`src/rtl/core/deq_pkg.sv`:
```
// Shared definitions for the double-ended queue core.
// Holds the word width, command codes and status codes; no dependencies.
package deq_pkg;

   localparam int DATA_W   = 32;
   localparam int CMD_W    = 3;
   localparam int STATUS_W = 2;

   localparam logic [CMD_W-1:0] CMD_PUSH_FRONT = 3'd0;
   localparam logic [CMD_W-1:0] CMD_PUSH_BACK  = 3'd1;
   localparam logic [CMD_W-1:0] CMD_POP_FRONT  = 3'd2;
   localparam logic [CMD_W-1:0] CMD_POP_BACK   = 3'd3;
   localparam logic [CMD_W-1:0] CMD_SEARCH     = 3'd4;

   localparam logic [STATUS_W-1:0] STATUS_OK    = 2'd0;
   localparam logic [STATUS_W-1:0] STATUS_EMPTY = 2'd1;
   localparam logic [STATUS_W-1:0] STATUS_FULL  = 2'd2;

   typedef logic signed [DATA_W-1:0] word_type;

endpackage

```
`src/rtl/core/deq_ring_ram.sv`:
```
// Ring storage for the double-ended queue: one write port, two read ports.
// Read data is registered. Depends on deq_pkg.
module deq_ring_ram #(
   parameter int DEPTH = 16,
   parameter int IDX_W = 4
) (
   input  logic                   clock,
   input  logic                   wr_en,
   input  logic [IDX_W-1:0]       wr_addr,
   input  deq_pkg::word_type      wr_data,
   input  logic                   rd_en_a,
   input  logic [IDX_W-1:0]       rd_addr_a,
   output deq_pkg::word_type      rd_data_a,
   input  logic                   rd_en_b,
   input  logic [IDX_W-1:0]       rd_addr_b,
   output deq_pkg::word_type      rd_data_b
);
   import deq_pkg::*;

   word_type mem [DEPTH];
   word_type rd_a_ff;
   word_type rd_b_ff;

   always_ff @(posedge clock) begin
      if (wr_en) begin
         mem[wr_addr] <= wr_data;
      end
      if (rd_en_a) begin
         rd_a_ff <= mem[rd_addr_a];
      end
      if (rd_en_b) begin
         rd_b_ff <= mem[rd_addr_b];
      end
   end

   assign rd_data_a = rd_a_ff;
   assign rd_data_b = rd_b_ff;

endmodule

```
`src/rtl/core/double_ended_queue_core.sv`:
```
// Double-ended queue core: a bounded deque of signed words in a ring memory.
// A push, a pop of an empty queue or an unused command runs through the states EXEC, READ
// and LOAD, a pop through EXEC, POP, READ and LOAD, and a search through EXEC, SEARCH,
// READ and LOAD; SEARCH compares one stored entry per cycle through ring read port A.
// One transaction is in work at a time; the next is accepted the cycle after the result
// is loaded, later if the output register waits. Synchronous reset empties the queue.
module double_ended_queue_core #(
   parameter int DEPTH = 16,
   localparam int IDX_W = $clog2(DEPTH),
   localparam int CNT_W = $clog2(DEPTH + 1),
   localparam int RSP_W = ((3 * deq_pkg::DATA_W + 4 + CNT_W + 7) / 8) * 8
) (
   input  logic                          clock,
   input  logic                          reset,
   input  logic                          req_tvalid,
   output logic                          req_tready,
   // [2:0] command
   input  logic [deq_pkg::CMD_W-1:0]     req_tuser,
   // [31:0] value_in
   input  logic [deq_pkg::DATA_W-1:0]    req_tdata,
   output logic                          rsp_tvalid,
   input  logic                          rsp_tready,
   // popped_value, found, front_value, back_value, entry_count, empty, status,
   // from the lowest bit up, then zero fill
   output logic [RSP_W-1:0]              rsp_tdata
);
   import deq_pkg::*;

   localparam int POP_LSB   = 0;
   localparam int FOUND_LSB = DATA_W;
   localparam int FRONT_LSB = DATA_W + 1;
   localparam int BACK_LSB  = 2 * DATA_W + 1;
   localparam int CNT_LSB   = 3 * DATA_W + 1;
   localparam int EMPTY_LSB = CNT_LSB + CNT_W;
   localparam int STAT_LSB  = EMPTY_LSB + 1;

   localparam logic [2:0] S_IDLE   = 3'd0;
   localparam logic [2:0] S_EXEC   = 3'd1;
   localparam logic [2:0] S_POP    = 3'd2;
   localparam logic [2:0] S_SEARCH = 3'd3;
   localparam logic [2:0] S_READ   = 3'd4;
   localparam logic [2:0] S_LOAD   = 3'd5;

   logic [2:0]          state_ff, state_in;
   logic [CMD_W-1:0]    cmd_ff, cmd_in;
   word_type            value_ff, value_in;
   logic [IDX_W-1:0]    front_ff, front_in;
   logic [CNT_W-1:0]    occ_ff, occ_in;
   logic [IDX_W-1:0]    addr_ff, addr_in;
   logic [CNT_W-1:0]    cnt_ff, cnt_in;
   logic                pend_ff, pend_in;
   word_type            popped_ff, popped_in;
   logic                found_ff, found_in;
   logic [STATUS_W-1:0] status_ff, status_in;
   logic                rsp_valid_ff, rsp_valid_in;
   logic [RSP_W-1:0]    rsp_data_ff, rsp_data_in;

   logic                wr_en;
   logic [IDX_W-1:0]    wr_addr;
   logic                rd_en_a;
   logic [IDX_W-1:0]    rd_addr_a;
   logic                rd_en_b;
   word_type            rd_data_a;
   word_type            rd_data_b;

   logic [IDX_W-1:0]    front_inc;
   logic [IDX_W-1:0]    front_dec;
   logic [IDX_W-1:0]    tail_addr;
   logic [IDX_W-1:0]    back_addr;
   logic [IDX_W-1:0]    addr_inc;
   logic                queue_empty;

   function automatic logic [IDX_W-1:0] wrap_idx(input logic [IDX_W:0] sum);
      if (sum >= (IDX_W + 1)'(DEPTH)) begin
         return IDX_W'(sum - (IDX_W + 1)'(DEPTH));
      end else begin
         return IDX_W'(sum);
      end
   endfunction

   assign queue_empty = (occ_ff == '0);
   assign front_inc = wrap_idx({1'b0, front_ff} + (IDX_W + 1)'(1));
   assign front_dec = (front_ff == '0) ? IDX_W'(DEPTH - 1) : front_ff - IDX_W'(1);
   assign tail_addr = wrap_idx({1'b0, front_ff} + (IDX_W + 1)'(occ_ff));
   assign back_addr = queue_empty ? front_ff
                    : wrap_idx({1'b0, front_ff} + (IDX_W + 1)'(occ_ff - CNT_W'(1)));
   assign addr_inc  = wrap_idx({1'b0, addr_ff} + (IDX_W + 1)'(1));

   assign req_tready = (state_ff == S_IDLE);
   assign rsp_tvalid = rsp_valid_ff;
   assign rsp_tdata  = rsp_data_ff;

   assign rd_en_a = (state_ff == S_EXEC) || (state_ff == S_SEARCH) || (state_ff == S_READ);
   assign rd_en_b = (state_ff == S_READ);

   always_comb begin
      unique case (state_ff)
         S_EXEC:   rd_addr_a = (cmd_ff == CMD_POP_BACK) ? back_addr : front_ff;
         S_SEARCH: rd_addr_a = addr_ff;
         default:  rd_addr_a = front_ff;
      endcase
   end

   deq_ring_ram #(
      .DEPTH (DEPTH),
      .IDX_W (IDX_W)
   ) u_ram (
      .clock     (clock),
      .wr_en     (wr_en),
      .wr_addr   (wr_addr),
      .wr_data   (value_ff),
      .rd_en_a   (rd_en_a),
      .rd_addr_a (rd_addr_a),
      .rd_data_a (rd_data_a),
      .rd_en_b   (rd_en_b),
      .rd_addr_b (back_addr),
      .rd_data_b (rd_data_b)
   );

   always_comb begin
      state_in     = state_ff;
      cmd_in       = cmd_ff;
      value_in     = value_ff;
      front_in     = front_ff;
      occ_in       = occ_ff;
      addr_in      = addr_ff;
      cnt_in       = cnt_ff;
      pend_in      = pend_ff;
      popped_in    = popped_ff;
      found_in     = found_ff;
      status_in    = status_ff;
      rsp_valid_in = rsp_valid_ff && !rsp_tready;
      rsp_data_in  = rsp_data_ff;
      wr_en        = 1'b0;
      wr_addr      = tail_addr;

      unique case (state_ff)
         S_IDLE: begin
            if (req_tvalid) begin
               cmd_in    = req_tuser;
               value_in  = word_type'(req_tdata);
               popped_in = '0;
               found_in  = 1'b0;
               status_in = STATUS_OK;
               state_in  = S_EXEC;
            end
         end
         S_EXEC: begin
            case (cmd_ff) inside
               CMD_PUSH_FRONT, CMD_PUSH_BACK: begin
                  if (occ_ff == CNT_W'(DEPTH)) begin
                     status_in = STATUS_FULL;
                  end else begin
                     wr_en  = 1'b1;
                     occ_in = occ_ff + CNT_W'(1);
                     if (cmd_ff == CMD_PUSH_FRONT) begin
                        wr_addr  = front_dec;
                        front_in = front_dec;
                     end
                  end
                  state_in = S_READ;
               end
               CMD_POP_FRONT, CMD_POP_BACK: begin
                  if (queue_empty) begin
                     popped_in = '1;
                     status_in = STATUS_EMPTY;
                     state_in  = S_READ;
                  end else begin
                     state_in = S_POP;
                  end
               end
               CMD_SEARCH: begin
                  addr_in  = front_ff;
                  cnt_in   = '0;
                  pend_in  = 1'b0;
                  state_in = S_SEARCH;
               end
               default: begin
                  state_in = S_READ;
               end
            endcase
         end
         S_POP: begin
            popped_in = rd_data_a;
            occ_in    = occ_ff - CNT_W'(1);
            if (cmd_ff == CMD_POP_FRONT) begin
               front_in = front_inc;
            end
            state_in = S_READ;
         end
         S_SEARCH: begin
            if (pend_ff && (rd_data_a == value_ff)) begin
               found_in = 1'b1;
               state_in = S_READ;
            end else if (cnt_ff == occ_ff) begin
               state_in = S_READ;
            end else begin
               addr_in = addr_inc;
               cnt_in  = cnt_ff + CNT_W'(1);
               pend_in = 1'b1;
            end
         end
         S_READ: begin
            state_in = S_LOAD;
         end
         S_LOAD: begin
            if (!rsp_valid_ff || rsp_tready) begin
               rsp_valid_in                       = 1'b1;
               rsp_data_in                        = '0;
               rsp_data_in[POP_LSB +: DATA_W]     = popped_ff;
               rsp_data_in[FOUND_LSB]             = found_ff;
               rsp_data_in[FRONT_LSB +: DATA_W]   = queue_empty ? '1 : rd_data_a;
               rsp_data_in[BACK_LSB +: DATA_W]    = queue_empty ? '1 : rd_data_b;
               rsp_data_in[CNT_LSB +: CNT_W]      = occ_ff;
               rsp_data_in[EMPTY_LSB]             = queue_empty;
               rsp_data_in[STAT_LSB +: STATUS_W]  = status_ff;
               state_in                           = S_IDLE;
            end
         end
         default: begin
            state_in = S_IDLE;
         end
      endcase
   end

   always_ff @(posedge clock) begin
      if (reset) begin
         state_ff     <= S_IDLE;
         front_ff     <= '0;
         occ_ff       <= '0;
         cnt_ff       <= '0;
         pend_ff      <= 1'b0;
         rsp_valid_ff <= 1'b0;
      end else begin
         state_ff     <= state_in;
         front_ff     <= front_in;
         occ_ff       <= occ_in;
         cnt_ff       <= cnt_in;
         pend_ff      <= pend_in;
         rsp_valid_ff <= rsp_valid_in;
      end
   end

   always_ff @(posedge clock) begin
      cmd_ff      <= cmd_in;
      value_ff    <= value_in;
      addr_ff     <= addr_in;
      popped_ff   <= popped_in;
      found_ff    <= found_in;
      status_ff   <= status_in;
      rsp_data_ff <= rsp_data_in;
   end

endmodule
```
`config.mk`:
```
export PLATFORM = sky130hd
export DESIGN_NAME = double_ended_queue_core
export DESIGN_NICKNAME = d
export VERILOG_FILES = /design/src/rtl/core/deq_pkg.sv /design/src/rtl/core/deq_ring_ram.sv /design/src/rtl/core/double_ended_queue_core.sv
export SDC_FILE = /design/constraint.sdc
export NUM_CORES = 1
export LEC_CHECK = 0
export BUFFER_PORTS_ARGS = -buffer_cell sky130_fd_sc_hd__buf_4
export CAP_MARGIN = 20
export CORE_MARGIN = 5
export CORE_UTILIZATION = 50
export DETAILED_ROUTE_END_ITERATION = 8
export PLACE_DENSITY = 0.66
export SYNTH_ARGS = -nofsm -noshare
export SYNTH_HDL_FRONTEND = slang
export SYNTH_SLANG_ARGS = --single-unit
```
`constraint.sdc`:
```
create_clock -name clock -period 6.5 [get_ports clock]
set_clock_uncertainty 0.1 [all_clocks]
set_input_delay 0.65 -clock clock [delete_from_list [all_inputs] [get_ports clock]]
set_output_delay 0.65 -clock clock [all_outputs]
set_load 0.05 [all_outputs]
```
==> flow_metrics.tcl <==
set metrics [dict create \
    arrival_ns 4.65 \
    die_y_microns 280.8 \
    cp.required_ns 6.88 \
    status "completed" \
    floorplan.initialDensity_pct 50.34 \
    p_int_mw 9.468 \
    first_pass_iters 6 \
    regArea_sq_um 23050 \
    layout.nets 2687 \
    seqPwrFrac_pct 46.6 \
    critPathMaxFanout 37 \
    drtIter0Drc 2424 \
    clockPowerShare_pct 37.3 \
    yosys.area_share.simple_pct 4.245 \
    vias 23226 \
    hold_viol 0 \
    grt-ovfl-total 0 \
    synth_top_family_by_area "multiplexers" \
    synth_compound_area_share_pct 9.589 \
    routed_via_density 6.355 \
    cts-root-buf "clkbuf_16" \
    min_period_ns 4.268 \
    placed_cells 3509 \
    drc 0 \
    min_path_type "in -> reg" \
    setup_violations 0 \
    nFillCells 5697 \
    wl_per_cell_microns 28.34 \
    synth_async_sr_flop_share_pct 0 \
    clock_latency_ns 0.63 \
    ioPinCount 153 \
    die_w_microns 280.8 \
    ys.warnings.count 0 \
    cts_hold_buffers 0 \
    power_frac_comb_pct 16.1 \
    rsz0062_at_grt "false" \
    grtUsageTotal_pct 25.54 \
    holdWs_ns 0.09252 \
    final_common_cell "edfxtp_1" \
    critPathLaunchType "register" \
    syn_inst 2559 \
    clk_path_buf_depth 3 \
    cp-end-kind "register" \
    finalCoreUtilization_pct 56.98 \
    dieArea_sq_um 78850 \
    whs_path_depth 1 \
    drive_gt1_share_pct 15.70 \
    multi_input_area_sq_um 12340 \
    synth_fa_ha_area_share_pct 0.5528 \
    synth-seq-cells 774 \
    synth_xor_area_share_pct 1.263 \
    fin_tns_setup_ns 0 \
    placementRows 99 \
    ys_seq_area_share_pct 62.87 \
    slew_violations 0 \
    ys_types 66 \
    grt_max_degree 169 \
    wl_microns 103600 \
    tightest_slew_ns 1.207 \
    ir_drop_uv 206.4 \
    antenna_left 0 \
    p_leak_nw 14.75 \
    sw_frac_of_total_pct 27.08 \
    area_delta_synth_final_pct 13.19 \
    min_period_over_period_pct 65.66 \
    avgSynthCellArea_sq_um 14.33 \
    grt_pass1_wl_microns 151100 \
    antenna_found_initial 2 \
    synth_area_sq_um 36670 \
    max_freq_mhz 234.3 \
    synth-edff-count 755 \
    p_sw_mw 3.517 \
    pwr_density_cell_nw_per_um2 312.9 \
    synthMuxAreaShare_pct 17.25 \
    r2r_cells 11 \
    cts_setup_buffers 0 \
    cts_buffers 81 \
    synthFlopType "edfxtp_1" \
    ctsResizeCount 0 \
    cts.clk_slew.worst_paths_ns 0.06 \
    instances_no_fill 3655 \
    grt_pass1_vias 23123 \
    layout_common_cells "edfxtp_1, mux2i_1, o211ai_1, buf_4, inv_1" \
    cts_tree "yes" \
    path_class "reg -> reg" \
    dp_hpwl_microns 58010 \
    htree_levels 3 \
    port_buffers 145 \
    slew_headroom_pct 19.53 \
    cts.sinks 774 \
    max_cap_viol_count 0 \
    gp_congestion 0.8569 \
    core_sq_um 72830 \
]
area by class of cell:
type	count	area share (%)
flip-flops and latches	774	55.55
well taps	959	2.891
clock inverters	51	1.492
diodes	1	0.006030
repair buffers	199	3.962
inverters	139	1.257
clock buffers	94	5.104
multi-input cells	1438	29.74
sequential cells by signal, summed over array words and instances, names as in the netlist, 5 cells and up:
name             flops
u_ram.mem          512
rsp_tdata          105
popped_ff           32
u_ram.rd_data_a     32
u_ram.rd_data_b     32
value_ff            32
cnt_ff               5
occ_ff               5
metal layers:
metal	track usage, %	part of all wire (%)
met4	8.751	3.4
met1	34.92	41
met3	4.810	8.7
met2	41.50	47
met5	0	0.0068
kinds of logic after synthesis:
kind of cell	Yosys count
AOI/OAI and AO/OA	452
xor gates and xnor gates	52
adders and majority gates	15
buffers and inverters	353
DFF	774
muxes	615
other	1
and+or+nand+nor	297
per-stage QoR:
step | setup slack, ns | area [sq um] | total power, mW
2_1_floorplan | 0.4471 | 36690 | 7.513
3_3_place_gp | 2.416 | 38760 | 8.192
3_5_place_dp | 2.365 | 38760 | 8.221
4_1_cts | 2.344 | 41500 | 13.02
5_1_grt | 2.063 | 41500 | 13.37
6_report | 2.232 | 41500 | 12.98
final timing paths:
kind,startpoint,to,slack (ns)
hold / removal,req_tdata[13],value_ff[13],0.09
setup / recovery,occ_ff[0],u_ram.rd_data_a[26],2.23
setup reg to reg,occ_ff[0],u_ram.rd_data_a[26],2.23
hold reg to reg,popped_ff[14],rsp_tdata[14],0.32
power groups by stage:
| stage | logic (mW) | clock network (mW) | registers (mW) |
|---|---|---|---|
| finish | 2.10 | 4.84 | 6.05 |
| detailed placement | 2.08 | 0 | 6.14 |
| CTS | 2.09 | 4.90 | 6.04 |
| global placement | 2.06 | 0 | 6.13 |
| global route | 2.21 | 5.10 | 6.06 |
| floorplan | 1.40 | 0 | 6.11 |
worst max-delay path, stage by stage, from the launching register on:
cell	delay [ns]
dfxtp_1	0.51
inv_1	0.19
ha_1	0.27
xor2_1	0.16
ha_1	0.36
a21oi_1	0.10
a211o_1	0.33
a21oi_1	0.28
a221o_2	1.02
buf_4	0.44
o2111ai_1	0.16
nand4_1	0.17
Yosys cell counts (all sizes together), types with 3 or more instances:
| library cell | instances | area, sq um |
|---|---|---|
| nor2 | 51 | 191.4 |
| nor2b | 4 | 25.02 |
| edfxtp | 755 | 22670 |
| ha | 13 | 162.7 |
| xor2 | 10 | 87.58 |
| nand2 | 79 | 296.5 |
| nand3b | 3 | 22.52 |
| dfxtp | 19 | 380.4 |
| a211oi | 3 | 22.52 |
| nand3 | 7 | 35.03 |
| clkbuf | 115 | 431.7 |
| a31oi | 8 | 50.05 |
| buf | 99 | 591.8 |
| and3 | 3 | 18.77 |
| o31ai | 3 | 22.52 |
| nand4b | 3 | 26.28 |
| a221oi | 3 | 32.53 |
| inv | 138 | 518.0 |
| mux2 | 130 | 1468 |
| mux2i | 485 | 4858 |
| nand4 | 42 | 262.8 |
| o2111ai | 128 | 1121 |
| o211ai | 262 | 1967 |
| a21o | 3 | 22.52 |
| nor3 | 10 | 50.05 |
| a21oi | 19 | 95.09 |
| nand2b | 72 | 450.4 |
| nor3b | 7 | 52.55 |
| o21ai | 5 | 25.02 |
| xnor2 | 42 | 375.4 |
Note: power is estimated with default switching activity, not from simulation.
